`src/hdl/sliding_window_latency_stats_unit_defines.svh`:
```
// assertion macros for the sliding window latency statistics unit
`ifndef SLIDING_WINDOW_LATENCY_STATS_UNIT_DEFINES_SVH
`define SLIDING_WINDOW_LATENCY_STATS_UNIT_DEFINES_SVH

// same-cycle implication, sampled on clk, off while arst_n is low
`define SWLSS_ASSERT_HOLDS(lbl, ante, cons) \
	lbl: assert property (@(posedge clk) disable iff (!arst_n) (ante) |-> (cons)) \
		else $error("swlss check failed");

// next-cycle implication, sampled on clk, off while arst_n is low
`define SWLSS_ASSERT_NEXT(lbl, ante, cons) \
	lbl: assert property (@(posedge clk) disable iff (!arst_n) (ante) |=> (cons)) \
		else $error("swlss check failed");

`endif

```
`src/hdl/swlss_pkg.sv`:
```
// shared types, constants and helpers of the sliding window latency statistics unit
package swlss_pkg;

	localparam int WINDOW_MAX = 64;
	localparam int IDX_W      = $clog2(WINDOW_MAX);
	localparam int LEN_W      = $clog2(WINDOW_MAX + 1);
	localparam int SMP_W      = 24;
	localparam int SUM_W      = 30;
	localparam int DIV_CNT_W  = $clog2(SUM_W);
	localparam int GRP        = 8;
	localparam int NGRP       = WINDOW_MAX / GRP;
	localparam int GCNT_W     = $clog2(GRP + 1);
	localparam int CFG_IDX_W  = 1;

	typedef logic [IDX_W-1:0]     idx_t;
	typedef logic [LEN_W-1:0]     cnt_t;
	typedef logic [SMP_W-1:0]     smp_t;
	typedef logic [SUM_W-1:0]     sum_t;
	typedef logic [GCNT_W-1:0]    gcnt_t;
	typedef logic [CFG_IDX_W-1:0] cfg_idx_t;

	localparam cfg_idx_t REG_WINDOW_LENGTH = 1'b0;
	localparam cfg_idx_t REG_BUDGET        = 1'b1;

	typedef enum logic [1:0] {
		OP_NONE,
		OP_CLEAR,
		OP_DELETE,
		OP_INSERT
	} cell_op_t;

	typedef enum logic [2:0] {
		ST_IDLE,
		ST_EVICT,
		ST_INSERT,
		ST_GATHER,
		ST_WAIT
	} state_t;

	// broadcast to every cell of the sorted row
	typedef struct packed {
		cell_op_t op;
		smp_t     sample;
		smp_t     evict;
		idx_t     oldest;
		smp_t     budget;
	} cell_cmd_t;

	// what a cell shows its neighbors
	typedef struct packed {
		logic vld;
		smp_t val;
		idx_t age;
		logic ins_hit;
	} cell_link_t;

	localparam cell_link_t LINK_EDGE = '0;

	// zero-based position of rank ceil(19n/20); x/20 as x*3277>>16, exact for x < 1300
	function automatic idx_t p95_index(cnt_t n);
		logic [10:0] num;
		logic [22:0] prod;
		logic [6:0]  rank;
		num  = 11'(n) * 11'd19 + 11'd19;
		prod = 23'(num) * 23'd3277;
		rank = prod[22:16];
		return idx_t'(rank - 7'd1);
	endfunction

endpackage

```
`src/hdl/swlss_div.sv`:
```
// restoring divider, one quotient bit per cycle, for the window mean
module swlss_div (
	input  logic            clk,
	input  logic            arst_n,
	input  logic            start,
	input  swlss_pkg::sum_t dividend,
	input  swlss_pkg::cnt_t divisor,
	output logic            busy,
	output swlss_pkg::smp_t quotient
);

	logic                              busy_q;
	logic [swlss_pkg::DIV_CNT_W-1:0]   step_q;
	swlss_pkg::sum_t                   dvd_q;
	swlss_pkg::cnt_t                   dsr_q;
	swlss_pkg::cnt_t                   rem_q;
	swlss_pkg::smp_t                   quo_q;
	logic [swlss_pkg::LEN_W:0]         trial;
	logic                              fits;

	assign trial    = {rem_q, dvd_q[swlss_pkg::SUM_W-1]};
	assign fits     = trial >= {1'b0, dsr_q};
	assign busy     = busy_q;
	assign quotient = quo_q;

	always_ff @(posedge clk or negedge arst_n) begin
		if (!arst_n) begin
			busy_q <= 1'b0;
			step_q <= '0;
		end else if (start) begin
			busy_q <= 1'b1;
			step_q <= swlss_pkg::DIV_CNT_W'(swlss_pkg::SUM_W - 1);
		end else if (busy_q) begin
			step_q <= step_q - swlss_pkg::DIV_CNT_W'(1);
			if (step_q == '0) begin
				busy_q <= 1'b0;
			end
		end
	end

	always_ff @(posedge clk) begin
		if (start) begin
			dvd_q <= dividend;
			dsr_q <= divisor;
			rem_q <= '0;
			quo_q <= '0;
		end else if (busy_q) begin
			dvd_q <= {dvd_q[swlss_pkg::SUM_W-2:0], 1'b0};
			// quotient never exceeds the largest sample, so the top bits shifted out are zero
			quo_q <= {quo_q[swlss_pkg::SMP_W-2:0], fits};
			if (fits) begin
				rem_q <= swlss_pkg::LEN_W'(trial - {1'b0, dsr_q});
			end else begin
				rem_q <= trial[swlss_pkg::LEN_W-1:0];
			end
		end
	end

endmodule

```
`config.mk`:
```
export PLATFORM = sky130hd
export DESIGN_NAME = swlss_div
export DESIGN_NICKNAME = d
export VERILOG_FILES = /design/src/hdl/sliding_window_latency_stats_unit_defines.svh /design/src/hdl/swlss_pkg.sv /design/src/hdl/swlss_div.sv
export SDC_FILE = /design/constraint.sdc
export NUM_CORES = 1
export LEC_CHECK = 0
export ABC_AREA = 1
export BUFFER_PORTS_ARGS = -buffer_cell sky130_fd_sc_hd__buf_2
export CAP_MARGIN = 10
export CORE_ASPECT_RATIO = 0.5
export CORE_MARGIN = 8
export CORE_UTILIZATION = 49
export CTS_CLUSTER_SIZE = 20
export DETAILED_ROUTE_END_ITERATION = 16
export GPL_TIMING_DRIVEN = 0
export PLACE_DENSITY = 0.75
export SYNTH_ARGS = -nofsm -noshare
export SYNTH_HDL_FRONTEND = slang
export SYNTH_SLANG_ARGS = --single-unit
```
`constraint.sdc`:
```
create_clock -name clk -period 1.8 [get_ports clk]
set_clock_uncertainty 0.05 [all_clocks]
set_input_delay 0 -clock clk [delete_from_list [all_inputs] [get_ports clk]]
set_output_delay 0 -clock clk [all_outputs]
set_load 0.01 [all_outputs]
```
# --- After elaboration in Yosys (flattened, before gate mapping) ---
# Index checks and enable logic that the tools add are counted.
totals:
  ff_bits: 74
  latchBits: 0
  ram_bits: 0
  romBits: 0
  inputBits: 40
  output_inout_bits: 25
  elab_cells: 19
  mem_count: 0
op_classes:
  add_sub_neg: 2
  multipliers: 0
  n_div: 0
  magnitude_cmp: 1
  n_eq_ne: 0
  shifts: 0
  n_mux: 8
  n_bitwise: 0
  n_reduce_logical: 2
ops:
  columns: ["operator", "n"]
  rows:
  - ["30-bit two-way mux", 2]
  - ["5-bit two-way mux", 2]
  - ["8-bit by 7-bit >= comparator with 1-bit output", 1]
  - ["7-bit two-way mux", 1]
  - ["7-bit subtractor", 1]
  - ["5-bit logical NOT", 1]
  - ["5-bit by 1-bit subtractor with 5-bit output (second input constant)", 1]
  - ["1-bit two-way mux", 3]
  - ["2-bit nonzero test", 1]

# --- Depth between registers and ports, before layout ---
logic_depth:
  word_depth: 4
  ltp_mapped: 13
  depth_no_buf: 13

# --- Worst setup path after synthesis ---
# OpenSTA, ideal clock, no wires.
synth_path:
  path_type: "flip-flop to flip-flop"
  startpoint: "register dvd_q[29]"
  endpoint: "register rem_q[0]"
  setup_ns: 0.112
  arrival_ns: 1.582
  required_ns: 1.638
  path_slack_ns: 0.056
  path_stages_with_launch: 14
  n_path_buf: 0
  period_less_slack_ns: 1.744
  path_cell_list: "edfxtp_1 inv_1 ha_1 fa_1 inv_1 nand2_1 nand2_1 nand2_1 nand2_1 nand2_1 nand3_1 nand2_1 nand2_1 nand2_1"
synth_via:
  elab_chain_cells: 2
  word_cells_on_any_way: 3
  classes_between: "add/sub: 1; order compare: 1; mux: 1"
synth_lines:
  columns: ["item", "line", "rtl"]
  rows:
  - ["start: declaration", "swlss_div.sv:14", "swlss_pkg::sum_t dvd_q;"]
  - ["start signal: assignment", "swlss_div.sv:43", "dvd_q <= dividend;"]
  - ["start signal: assignment", "swlss_div.sv:48", "dvd_q <= {dvd_q[swlss_pkg::SUM_W-2:0], 1'b0};"]
  - ["7-bit subtractor or 8-bit by 7-bit >= comparator with 1-bit output (tied branches)", "swlss_div.sv:52, swlss_div.sv:22", null]
  - ["7-bit two-way mux *", "swlss_div.sv:51", "if (fits) begin"]
  - ["end signal: assignment", "swlss_div.sv:52", "rem_q <= swlss_pkg::LEN_W'(trial - {1'b0, dsr_q});"]
  - ["end signal: assignment", "swlss_div.sv:54", "rem_q <= trial[swlss_pkg::LEN_W-1:0];"]
  - ["end: declaration", "swlss_div.sv:16", "swlss_pkg::cnt_t rem_q;"]
# Mark *: on every way between the ends. The rest lies on a longest branch, timed or not.
# A chain may end at the register's enable or synchronous reset.

# --- Final worst setup path ---
layout_path:
  startpoint: "register dvd_q[29]"
  endpoint: "register rem_q[1]"
# The elaborated chain is that of the path after synthesis.

==> key figures <==
Outcome
  – Status: completed

CTS
  – CTS sink count: 74
  – Clock Latency Late Sink: 0.33 ns
  – Clock buffer depth: 2
  – H-Tree Depth: 3
  – CTS Buf Count: 9
  – CTS Root Cell: clkbuf_16
  – TritonCTS clock tree: done
  – Clock-pin transition on the worst setup and hold timing paths: 0.05 ns

Global routing
  – First-pass GRT wire length: 12.2 mm
  – All-Layer GR Usage: 0.159
  – Largest net degree at the start of global routing: 40
  – Initial antenna violation count: 0
  – Vias in the first global route: 2608
  – Total grt overflow: 0

Min path
  – Hold EP: dsr_q[2]$_DFFE_PP_
  – Hold depth: 2
  – HP Class: in2reg
  – HP Start: divisor[2]

Setup path
  – Worst Path Class, Setup: reg2reg
  – Worst reg-to-reg path cell count: 13
  – Max incr delay on CP: 0.36 ns
  – CP Launch Type: flip-flop
  – Worst reg-to-reg setup slack: 0.03 ns
  – CP required: 1.98 ns
  – Worst EP arrival: 1.95 ns
  – Crit path capture type: flip-flop
  – Slowest-stage cell, CP: fa_2
  – Critical Path, Cell by Cell: inv_1, ha_2, fa_2, inv_2, nand2_2, nand2_4, nand2_2, nand2_2, nand2_4, nand3_1, nand2_1, nand2_1, nand2_1
  – R2r endpoint: rem_q[1]$_SDFFE_PP0P_
  – RR Startpoint: dvd_q[29]$_DFFE_PP_
  – Max Fanout on Critical Path: 5

Route
  – Drt total wl: 7.45 mm
  – DRC: 0
  – Vias per inst: 4.65
  – DRT Pass-1 Iters: 4
  – Drt wl/cell: 12.8 um
  – DRT iter0 DRCs: 212
  – DRT antenna net count: 0
  – Vias: 2718

Power and ir drop
  – Max VDD drop: 0.467 mV
  – Overall power: 5.00 mW
  – Pwr per Cell Area: 1110 nW/um^2
  – Static Leakage: 2.16 nW

Cells and area
  – Total Nets Final: 536
  – Layout cells sized above 1: 0.220
  – Area growth from synthesis to layout: 37.6%
  – N_diodes: 0

STA
  – Crit share post-route: 0.984
  – Minimum clock period: 1.77 ns
  – Slew Viols, Final: 0
  – Endpoints failing hold: 0
  – Headroom to the max-slew limit: 0.710
  – # setup viols final: 0
  – RSZ-0062 raised after global routing: true
  – Worst Max-Slew Pin Slew: 0.434 ns
  – Max frequency: 565 MHz
  – Final setup TNS: 0 ns

Die
  – Core ar.: 6570 sq um
  – Rows: 21
  – Initial Utilization: 0.496
  – Die Height: 73.7 um
  – Top-Level Pins: 65
  – Die area: 9680 sq um
  – Die W: 131 um

Yosys
  – Post-synthesis area per instance: 8.86 sq um
  – Yosys warns: 0
  – Synth async-reset ratio: 0.0811
  – Yosys cell types: 28
  – Seq/Total Area, Yosys: 0.577
  – Most frequent cell after synthesis: nand2_1
  – Net Count, Synth: 417
  – Share of the synthesized area in the top cell type: 0.341
  – Synth area leaders: edfxtp_1 (34%), dfxtp_1 (19%), nand2_1 (17%)
  – Cell taking the most area after synthesis: edfxtp_1
  – Mapped Cells: 368
  – Flops & latches, synth: 74
  – Ys flop type: edfxtp_1
  – Synth top cells by count: nand2_1 (152), inv_1 (53), edfxtp_1 (37)
  – Post-synth EDFFs: 37
  – Mapped Area: 3260 sq um

Placement
  – DP Wirelength: 4.79 mm
  – GP Congestion: 0.787
  – Port Buffer Count: 64

Job
  – Max Cap Viol: 0
cells by family after synthesis:
| logic type | synth area share |
|---|---|
| DFF | 0.577 |
| AOI/OAI and AO/OA | 0.0629 |
| adders and majority gates | 0.0368 |
| buffers and inverters | 0.0810 |
| xor gates and xnor gates | 0.00269 |
| and+or+nand+nor | 0.239 |
worst max-delay path: cells and delay by family, from the launching register on:
family,cells,cell delay (ns)
buf+inv,2,0.11
flops,1,0.34
simple gates,9,0.60
fa+ha+maj,2,0.56
per-stage QoR:
step	instance area [sq um]	std cells	worst slack, ns	hold slack (ns)	util
2_1_floorplan	3260	368	0.0559	-0.346	-
3_3_place_gp	3700	524	-0.111	-0.221	0.563
3_5_place_dp	3700	524	-0.131	-0.221	0.563
4_1_cts	4410	581	0.00351	0.319	0.671
5_1_grt	4490	584	-0.0582	0.340	0.683
6_report	4490	584	0.0286	0.335	0.683
layout by cell type, fill, tap and decap left out, types with 9 or more instances in the layout:
cell / count
nand2_1: 147
buf_2: 67
inv_1: 52
dlygate4sd3_1: 40
edfxtp_1: 37
dfxtp_1: 31
o22ai_1: 23
nand3_1: 12
clkbuf_1: 9
clkbuf_16: 9
worst max path at each step:
stage | depth (start not counted) | start | slack (ns) | endpoint
5_1_grt | 11 | dvd_q[29]$_DFFE_PP_ | -0.06 | rem_q[6]$_SDFFE_PP0P_
4_1_cts | 10 | dsr_q[5]$_DFFE_PP_ | 0.004 | rem_q[6]$_SDFFE_PP0P_
3_5_place_dp | 13 | dvd_q[29]$_DFFE_PP_ | -0.13 | rem_q[1]$_SDFFE_PP0P_
3_3_place_gp | 13 | dvd_q[29]$_DFFE_PP_ | -0.11 | rem_q[4]$_SDFFE_PP0P_
2_1_floorplan | 13 | dvd_q[29]$_DFFE_PP_ | 0.06 | rem_q[0]$_SDFFE_PP0P_
6_report | 13 | dvd_q[29]$_DFFE_PP_ | 0.03 | rem_q[1]$_SDFFE_PP0P_
power breakdown:
| group | leakage, nW | switching, mW | internal, mW | total (mW) |
|---|---|---|---|---|
| Combinational | 1.30 | 0.692 | 0.514 | 1.21 |
| Sequential | 0.711 | 0.0968 | 1.94 | 2.04 |
| Clock | 0.144 | 0.645 | 1.11 | 1.75 |
| Total | 2.16 | 1.43 | 3.56 | 5.00 |
per-layer routing:
| layer | track usage | up-vias | share of wire |
|---|---|---|---|
| met5 | 0 | - | 0 |
| met4 | 0.0567 | 0 | 0.014 |
| met3 | 0.0580 | 11 | 0.047 |
| met2 | 0.290 | 50 | 0.51 |
| met1 | 0.170 | 1243 | 0.43 |
| li1 | - | 1414 | - |
sequential cells by signal, indices dropped and copies added (netlist names):
| signal | count |
|---|---|
| busy | 1 |
| dsr_q | 7 |
| dvd_q | 30 |
| quotient | 24 |
| rem_q | 7 |
| step_q | 5 |
what timing repair did:
| item | CTS | global route |
|---|---|---|
| hold buffers | 40 | 0 |
| resized for setup | 5 | 12 |
| hold endpoints to repair | 50 | 0 |
| gates cloned | 0 | 0 |
| pin swaps | 1 | 7 |
| setup buffers | 1 | 3 |
| setup endpoints to repair | 39 | 29 |
area by class of cell:
cell class / count / area [sq um]
Fill cell: 526 / 2080
Inverter: 56 / 210
Clock buffer: 13 / 250
Clock inverter: 3 / 40.0
Buffer: 11 / 60.1
Multi-Input combinational cell: 227 / 1180
Timing Repair Buffer: 108 / 751
Sequential cell: 74 / 1880
Tap cell: 92 / 115
Note: power is estimated with default switching activity, not from simulation.
