[src/hdl/sliding_window_latency_stats_unit_defines.svh]
// assertion macros for the sliding window latency statistics unit
`ifndef SLIDING_WINDOW_LATENCY_STATS_UNIT_DEFINES_SVH
`define SLIDING_WINDOW_LATENCY_STATS_UNIT_DEFINES_SVH

// same-cycle implication, sampled on clk, off while arst_n is low
`define SWLSS_ASSERT_HOLDS(lbl, ante, cons) \
	lbl: assert property (@(posedge clk) disable iff (!arst_n) (ante) |-> (cons)) \
		else $error("swlss check failed");

// next-cycle implication, sampled on clk, off while arst_n is low
`define SWLSS_ASSERT_NEXT(lbl, ante, cons) \
	lbl: assert property (@(posedge clk) disable iff (!arst_n) (ante) |=> (cons)) \
		else $error("swlss check failed");

`endif

[src/hdl/swlss_pkg.sv]
// shared types, constants and helpers of the sliding window latency statistics unit
package swlss_pkg;

	localparam int WINDOW_MAX = 64;
	localparam int IDX_W      = $clog2(WINDOW_MAX);
	localparam int LEN_W      = $clog2(WINDOW_MAX + 1);
	localparam int SMP_W      = 24;
	localparam int SUM_W      = 30;
	localparam int DIV_CNT_W  = $clog2(SUM_W);
	localparam int GRP        = 8;
	localparam int NGRP       = WINDOW_MAX / GRP;
	localparam int GCNT_W     = $clog2(GRP + 1);
	localparam int CFG_IDX_W  = 1;

	typedef logic [IDX_W-1:0]     idx_t;
	typedef logic [LEN_W-1:0]     cnt_t;
	typedef logic [SMP_W-1:0]     smp_t;
	typedef logic [SUM_W-1:0]     sum_t;
	typedef logic [GCNT_W-1:0]    gcnt_t;
	typedef logic [CFG_IDX_W-1:0] cfg_idx_t;

	localparam cfg_idx_t REG_WINDOW_LENGTH = 1'b0;
	localparam cfg_idx_t REG_BUDGET        = 1'b1;

	typedef enum logic [1:0] {
		OP_NONE,
		OP_CLEAR,
		OP_DELETE,
		OP_INSERT
	} cell_op_t;

	typedef enum logic [2:0] {
		ST_IDLE,
		ST_EVICT,
		ST_INSERT,
		ST_GATHER,
		ST_WAIT
	} state_t;

	// broadcast to every cell of the sorted row
	typedef struct packed {
		cell_op_t op;
		smp_t     sample;
		smp_t     evict;
		idx_t     oldest;
		smp_t     budget;
	} cell_cmd_t;

	// what a cell shows its neighbors
	typedef struct packed {
		logic vld;
		smp_t val;
		idx_t age;
		logic ins_hit;
	} cell_link_t;

	localparam cell_link_t LINK_EDGE = '0;

	// zero-based position of rank ceil(19n/20); x/20 as x*3277>>16, exact for x < 1300
	function automatic idx_t p95_index(cnt_t n);
		logic [10:0] num;
		logic [22:0] prod;
		logic [6:0]  rank;
		num  = 11'(n) * 11'd19 + 11'd19;
		prod = 23'(num) * 23'd3277;
		rank = prod[22:16];
		return idx_t'(rank - 7'd1);
	endfunction

endpackage

[src/hdl/swlss_cell.sv]
// one cell of the sorted sample row: value, age and valid, with neighbor shifts
module swlss_cell (
	input  logic                  clk,
	input  logic                  arst_n,
	input  swlss_pkg::cell_cmd_t  cmd,
	input  swlss_pkg::cell_link_t left,
	input  swlss_pkg::cell_link_t right,
	output swlss_pkg::cell_link_t link,
	output logic                  over
);

	logic            vld_q;
	swlss_pkg::smp_t val_q;
	swlss_pkg::idx_t age_q;
	logic            del_hit;
	logic            ins_hit;

	// equal values keep the youngest first, so the evicted one is last of its run
	assign del_hit = vld_q && ((val_q > cmd.evict) || (age_q == cmd.oldest));
	assign ins_hit = !vld_q || (val_q >= cmd.sample);

	assign link.vld     = vld_q;
	assign link.val     = val_q;
	assign link.age     = age_q;
	assign link.ins_hit = ins_hit;
	assign over         = vld_q && (val_q > cmd.budget);

	always_ff @(posedge clk or negedge arst_n) begin
		if (!arst_n) begin
			vld_q <= 1'b0;
		end else begin
			unique case (cmd.op)
				swlss_pkg::OP_CLEAR: begin
					vld_q <= 1'b0;
				end
				swlss_pkg::OP_DELETE: begin
					if (del_hit) begin
						vld_q <= right.vld;
					end
				end
				swlss_pkg::OP_INSERT: begin
					if (ins_hit) begin
						vld_q <= left.ins_hit ? left.vld : 1'b1;
					end
				end
				swlss_pkg::OP_NONE: begin
				end
				default: begin
				end
			endcase
		end
	end

	always_ff @(posedge clk) begin
		unique case (cmd.op)
			swlss_pkg::OP_DELETE: begin
				if (del_hit) begin
					val_q <= right.val;
					age_q <= right.age;
				end
			end
			swlss_pkg::OP_INSERT: begin
				if (!ins_hit) begin
					age_q <= age_q + swlss_pkg::idx_t'(1);
				end else if (left.ins_hit) begin
					val_q <= left.val;
					age_q <= left.age + swlss_pkg::idx_t'(1);
				end else begin
					val_q <= cmd.sample;
					age_q <= '0;
				end
			end
			swlss_pkg::OP_CLEAR, swlss_pkg::OP_NONE: begin
			end
			default: begin
			end
		endcase
	end

endmodule

[config.mk]
export PLATFORM = sky130hd
export DESIGN_NAME = swlss_cell
export DESIGN_NICKNAME = d
export VERILOG_FILES = /design/src/hdl/sliding_window_latency_stats_unit_defines.svh /design/src/hdl/swlss_pkg.sv /design/src/hdl/swlss_cell.sv
export SDC_FILE = /design/constraint.sdc
export NUM_CORES = 1
export LEC_CHECK = 0
export ABC_AREA = 1
export BUFFER_PORTS_ARGS = -buffer_cell sky130_fd_sc_hd__buf_4
export CORE_ASPECT_RATIO = 0.75
export CORE_MARGIN = 2
export CORE_UTILIZATION = 52
export DETAILED_ROUTE_END_ITERATION = 7
export GPL_ROUTABILITY_DRIVEN = 0
export PLACE_DENSITY = 0.95
export SYNTH_ARGS = -nofsm -noshare
export SYNTH_HDL_FRONTEND = slang
export SYNTH_SLANG_ARGS = --single-unit
[constraint.sdc]
create_clock -name clk -period 4.2 [get_ports clk]
set_clock_uncertainty 0.05 [all_clocks]
set_input_delay 0.63 -clock clk [delete_from_list [all_inputs] [get_ports clk]]
set_output_delay 0.63 -clock clk [all_outputs]
set_load 0.1 [all_outputs]
== After elaboration in Yosys (flattened, before gate mapping) ==
Index checks and enable logic that the tools add are counted.
Storage, ports and cells
  register bits after elaboration: 31
  bits in latches: 0
  memory bits (writable): 0
  memory bits (read-only): 0
  bits of input ports: 146
  logic and storage cells: 36
  memories kept: 0
Operators by class
  add/subtract/negate cells: 2
  $mul: 0
  div/mod/pow operators: 0
  magnitude comparators: 3
  equal/unequal tests: 6
  shift operators: 0
  muxes and demuxes: 12
  bitwise logic cells: 0
  reduce and logical (&&, ||, !) cells: 10
Operators with widths (number)
  $mux 24: 3
  $gt 24x24->1: 2
  $pmux 24 s2: 1
  $ge 24x24->1: 1
  $mux 6: 3
  $add 6x1->6 const B: 2
  $pmux 6 s2: 1
  $eq 6x6->1: 1
  $reduce_and 3->1: 2
  $eq 2x2->1 const B: 2
  $ne 2x2->1 const B: 2
  $mux 1: 3
  $pmux 1 s3: 1
  $reduce_bool 3->1: 1
  $eq 2x1->1 const B: 1
  $logic_and 1x1->1: 2
  $logic_or 1x1->1: 2
  $reduce_and 2->1: 1
  $reduce_bool 2->1: 1
  $logic_not 1->1: 1

== Depth between registers and ports, before layout ==
  depth in word-level cells: 5
  gate-level depth with buffers: 18

== Least setup slack after synthesis ==
OpenSTA, ideal clock, no wires.
  path kind: register to output
  start: register val_q[0]
  end: output port over
  data arrival time: 3442 ps
  required time: 3520 ps
  path slack: 78 ps
  cell stages (with the launch flop): 10
  path buffers: 0
  cells stage by stage: edfxtp_1 > inv_1 > ha_1 > inv_1 > a21oi_1 > o21ai_0 > nand2_1 > o211ai_1 > nand3_1 > a31oi_1
On the way
  cells in the longest elaborated chain, start to end: 2
RTL lines
  from (decl): RTL line swlss_cell.sv:13  | swlss_pkg::smp_t val_q;
  from (signal assigned): RTL line swlss_cell.sv:58  | val_q <= right.val;
  from (signal assigned): RTL line swlss_cell.sv:66  | val_q <= left.val;
  from (signal assigned): RTL line swlss_cell.sv:69  | val_q <= cmd.sample;
  $gt 24x24->1: RTL line swlss_cell.sv:26  | assign over = vld_q && (val_q > cmd.budget);
  $logic_and 1x1->1: RTL line swlss_cell.sv:26
  to (decl): RTL line swlss_cell.sv:9  | output logic over
Every way passes these cells.

== Worst setup path in the final report ==
  start: register val_q[23]
  end: output port over
The elaborated chain is that of the path after synthesis.

==> impl_metrics.tcl <==
set metrics [dict create \
    instance_count_of_the_mapped_netlist 526 \
    final_layout_size_suffix_gt1_share_pct 30.43 \
    dp_hpwl_um 9510 \
    final_min_period_over_clock_period_pct 72.89 \
    routed_wirelength_um 11370 \
    worstHoldPathType "in -> async" \
    final_max_slew_viol_count 0 \
    drt-wirelength-per-cell_um 14.19 \
    max_clock_freq_mhz 326.7 \
    drcViolationCount 0 \
    setup.worst_path.class "reg -> out" \
    clock_insertion_delay_at_the_later_pin_of_the_skew_report_ns 0.28 \
    grt_use_total_pct 27.84 \
    antenna_violating_nets_post_route 0 \
    cts_tree "built" \
    net_total_in_the_final_layout 921 \
    proportion_of_netlist_area_held_by_the_largest_area_contributor_pct 24.82 \
    p_sw_w 0.0005853 \
    synth_enable_flop_cells 30 \
    post-synth-top-area-cell "sky130_fd_sc_hd__ha_1" \
    regToRegEndpoint "val_q[9]$_DFFE_PP_" \
    switching_share_pct 44.27 \
    final-setup-viol-count 0 \
    synthMostInstantiatedCell "sky130_fd_sc_hd__nand2_1" \
    bufs_on_longest_clock_path 2 \
    synth-seq-cells 31 \
    synth_cell_type_count 37 \
    grt_pass1_wl_um 17940 \
    core_area_sq_um 7229 \
    insertedDiodeCount 0 \
    syn_avg_cell_area_sq_um 7.284 \
    die_area_sq_um 8078 \
    seq_power_share_pct 31.3 \
    post-route-min-period_ns 3.061 \
    power_density_nw_per_um2 248.6 \
    cts_setup_buffers 0 \
    setup.reg_to_reg.worst_slack_ns 1.35 \
    net_count_of_the_mapped_netlist 748 \
    initial_utilization_pct 52.99 \
    cts_root_buffer "sky130_fd_sc_hd__clkbuf_8" \
    grt_antenna_before_repair 0 \
    die_h_um 78.34 \
    p_leak_nw 2.923 \
    cap_violations 0 \
    final_core_util_pct 73.55 \
    reg2reg_depth 14 \
    cts_inserted_buffers 5 \
    synth_area_leaders "sky130_fd_sc_hd__ha_1 25%, sky130_fd_sc_hd__edfxtp_1 24%, sky130_fd_sc_hd__nand2_1 10%, sky130_fd_sc_hd__inv_1 9.2%, sky130_fd_sc_hd__o21ai_0 7.3%" \
    grt_max_degree 32 \
    synth_seq_area_share_pct 24.17 \
    syn_area_sq_um 3831 \
    worstSetupEndpoint "over" \
    clock_sink_count 31 \
    power.clock.fraction_pct 17.5 \
    clkTransAtPathRegs_ns 0.07 \
    row_count 27 \
    grt_overflow 0 \
    hold_bufs_at_cts 0 \
    worstSetupEndpointType "primary output" \
    cp_max_fo 4 \
    async_reset_ff_share_pct 3.226 \
    setup_total_negative_slack_ns 0 \
    yosys_warnings 0 \
    critical_path.reg2reg.startpoint "val_q[23]$_DFFE_PP_" \
    critical_path_arrival_ns 2.38 \
    outcome "complete, no violations" \
    post_cts_resized 0 \
    detailroute.via_count 4184 \
    startpoint_class "register" \
    areaGrowthSynthToFinish_pct 38.80 \
    ys.flop_type "sky130_fd_sc_hd__edfxtp_1" \
    drtIter0Drc 158 \
    tightestPinTransition_ns 1.009 \
    port_buffers 177 \
    cp.required_ns 3.52 \
    first_global_vias 4078 \
    vdd.ir_drop.worst_mv 0.1995 \
    die-width_um 103.1 \
    p_int_w 0.0007367 \
    power.combinational.fraction_pct 51.2 \
    ctsHtreeMaxLevel 2 \
    avg_vias_per_cell 5.223 \
    slew_headroom_pct 32.66 \
    first_drt_pass_iteration_count 5 \
    count_of_boundary_i_o_pins 179 \
    synth_commonest_cells "106 x sky130_fd_sc_hd__nand2_1, 94 x sky130_fd_sc_hd__inv_1, 76 x sky130_fd_sc_hd__ha_1" \
    startpoint "val_q[23]$_DFFE_PP_" \
    unrepaired_setup_endpoints_after_global_routing "false" \
    finalHoldViolCount 0 \
]
[power by group through the flow]
| stage | logic [W] | clock network [W] | registers, W |
|---|---|---|---|
| 5_1_grt | 0.000736 | 0.000244 | 0.000417 |
| 2_1_floorplan | 0.000282 | 0 | 0.000582 |
| 4_1_cts | 0.000676 | 0.000234 | 0.000413 |
| 3_3_place_gp | 0.000644 | 0 | 0.000418 |
| 6_report | 0.000676 | 0.000232 | 0.000414 |
| 3_5_place_dp | 0.000674 | 0 | 0.000420 |
[state kept, by name (all words and copies together) (netlist names)]
name   cells
age_q      6
val_q     24
vld_q      1
[area by class of cell]
type / instances / area [sq um]
multi-input cells: 384 / 2472
fillers: 572 / 1912
repair buffers: 179 / 1344
flip-flops and latches: 31 / 925.9
inverters: 98 / 367.9
well taps: 101 / 126.4
clock buffers: 7 / 76.32
clock inverters: 1 / 5.005
[logic make-up (layout without fill, tap and decap cells)]
kind of cell | after synthesis | in the layout | share of synthesized area [%]
buffers and inverters | 111 | 285 | 11.30
adder cells (fa/ha/maj) | 76 | 76 | 24.82
flip-flops | 31 | 31 | 24.17
XOR/XNOR | 9 | 9 | 2.058
AND/OR/NAND/NOR | 195 | 195 | 22.60
AO/OA/AOI/OAI | 104 | 104 | 15.06
[worst max-delay path, cell delays in order, from the launching register on]
cell                       delay (ns)
sky130_fd_sc_hd__edfxtp_1        0.48
sky130_fd_sc_hd__ha_1            0.37
sky130_fd_sc_hd__nand4_1         0.13
sky130_fd_sc_hd__nor3_1          0.42
sky130_fd_sc_hd__nand3_1         0.17
sky130_fd_sc_hd__a31oi_1         0.21
sky130_fd_sc_hd__buf_4           0.32
[routing by layer]
metal / part of all wire (%) / vias to the layer above / track usage (%)
met4: 2.0 / 0 / 7.632
li1: - / 2079 / -
met1: 40 / 1883 / 33.81
met5: 0 / - / 0
met2: 50 / 195 / 49.94
met3: 8.2 / 27 / 5.165
[metrics by stage]
stage               setup slack (ns)  power (W)  hold slack [ns]  instance area [sq um]  cells
floorplan                    0.07819  0.0008642           0.2844                   3831    526
global placement               1.161   0.001062           0.3583                   5236    793
detailed placement             1.063   0.001094           0.3559                   5236    793
CTS                            1.203   0.001324          0.05604                   5318    801
global route                  0.9783   0.001398          0.05058                   5318    801
finish                         1.139   0.001322          0.05848                   5318    801
[worst min-delay path by stage]
stage                       from                 to  depth (start not counted)
after floorplan           arst_n  vld_q$_DFFE_PN0P_                          0
after global placement    arst_n  vld_q$_DFFE_PN0P_                          1
after detailed placement  arst_n  vld_q$_DFFE_PN0P_                          1
after CTS                 arst_n  vld_q$_DFFE_PN0P_                          1
after global routing      arst_n  vld_q$_DFFE_PN0P_                          1
final                     arst_n  vld_q$_DFFE_PN0P_                          1
[cell usage in the layout, fill, tap and decap left out, types with 2 or more instances in the layout]
cell type / count
sky130_fd_sc_hd__clkbuf_1: 2
sky130_fd_sc_hd__xnor2_1: 2
sky130_fd_sc_hd__o21ai_0: 56
sky130_fd_sc_hd__nand3_1: 13
sky130_fd_sc_hd__inv_1: 94
sky130_fd_sc_hd__nand4_1: 6
sky130_fd_sc_hd__a21o_1: 2
sky130_fd_sc_hd__clkbuf_8: 5
sky130_fd_sc_hd__nand2_1: 106
sky130_fd_sc_hd__inv_2: 3
sky130_fd_sc_hd__o21ai_1: 2
sky130_fd_sc_hd__o21a_1: 2
sky130_fd_sc_hd__xor2_1: 7
sky130_fd_sc_hd__nor2_4: 2
sky130_fd_sc_hd__ha_1: 76
sky130_fd_sc_hd__nor2_2: 4
sky130_fd_sc_hd__edfxtp_1: 30
sky130_fd_sc_hd__buf_4: 179
sky130_fd_sc_hd__a21oi_1: 32
sky130_fd_sc_hd__nand2_2: 6
sky130_fd_sc_hd__nor2_1: 45
sky130_fd_sc_hd__o211ai_2: 4
sky130_fd_sc_hd__nand3_2: 5
sky130_fd_sc_hd__nor3_1: 2
sky130_fd_sc_hd__o21bai_1: 2
Power figures use the tool's default switching activity.
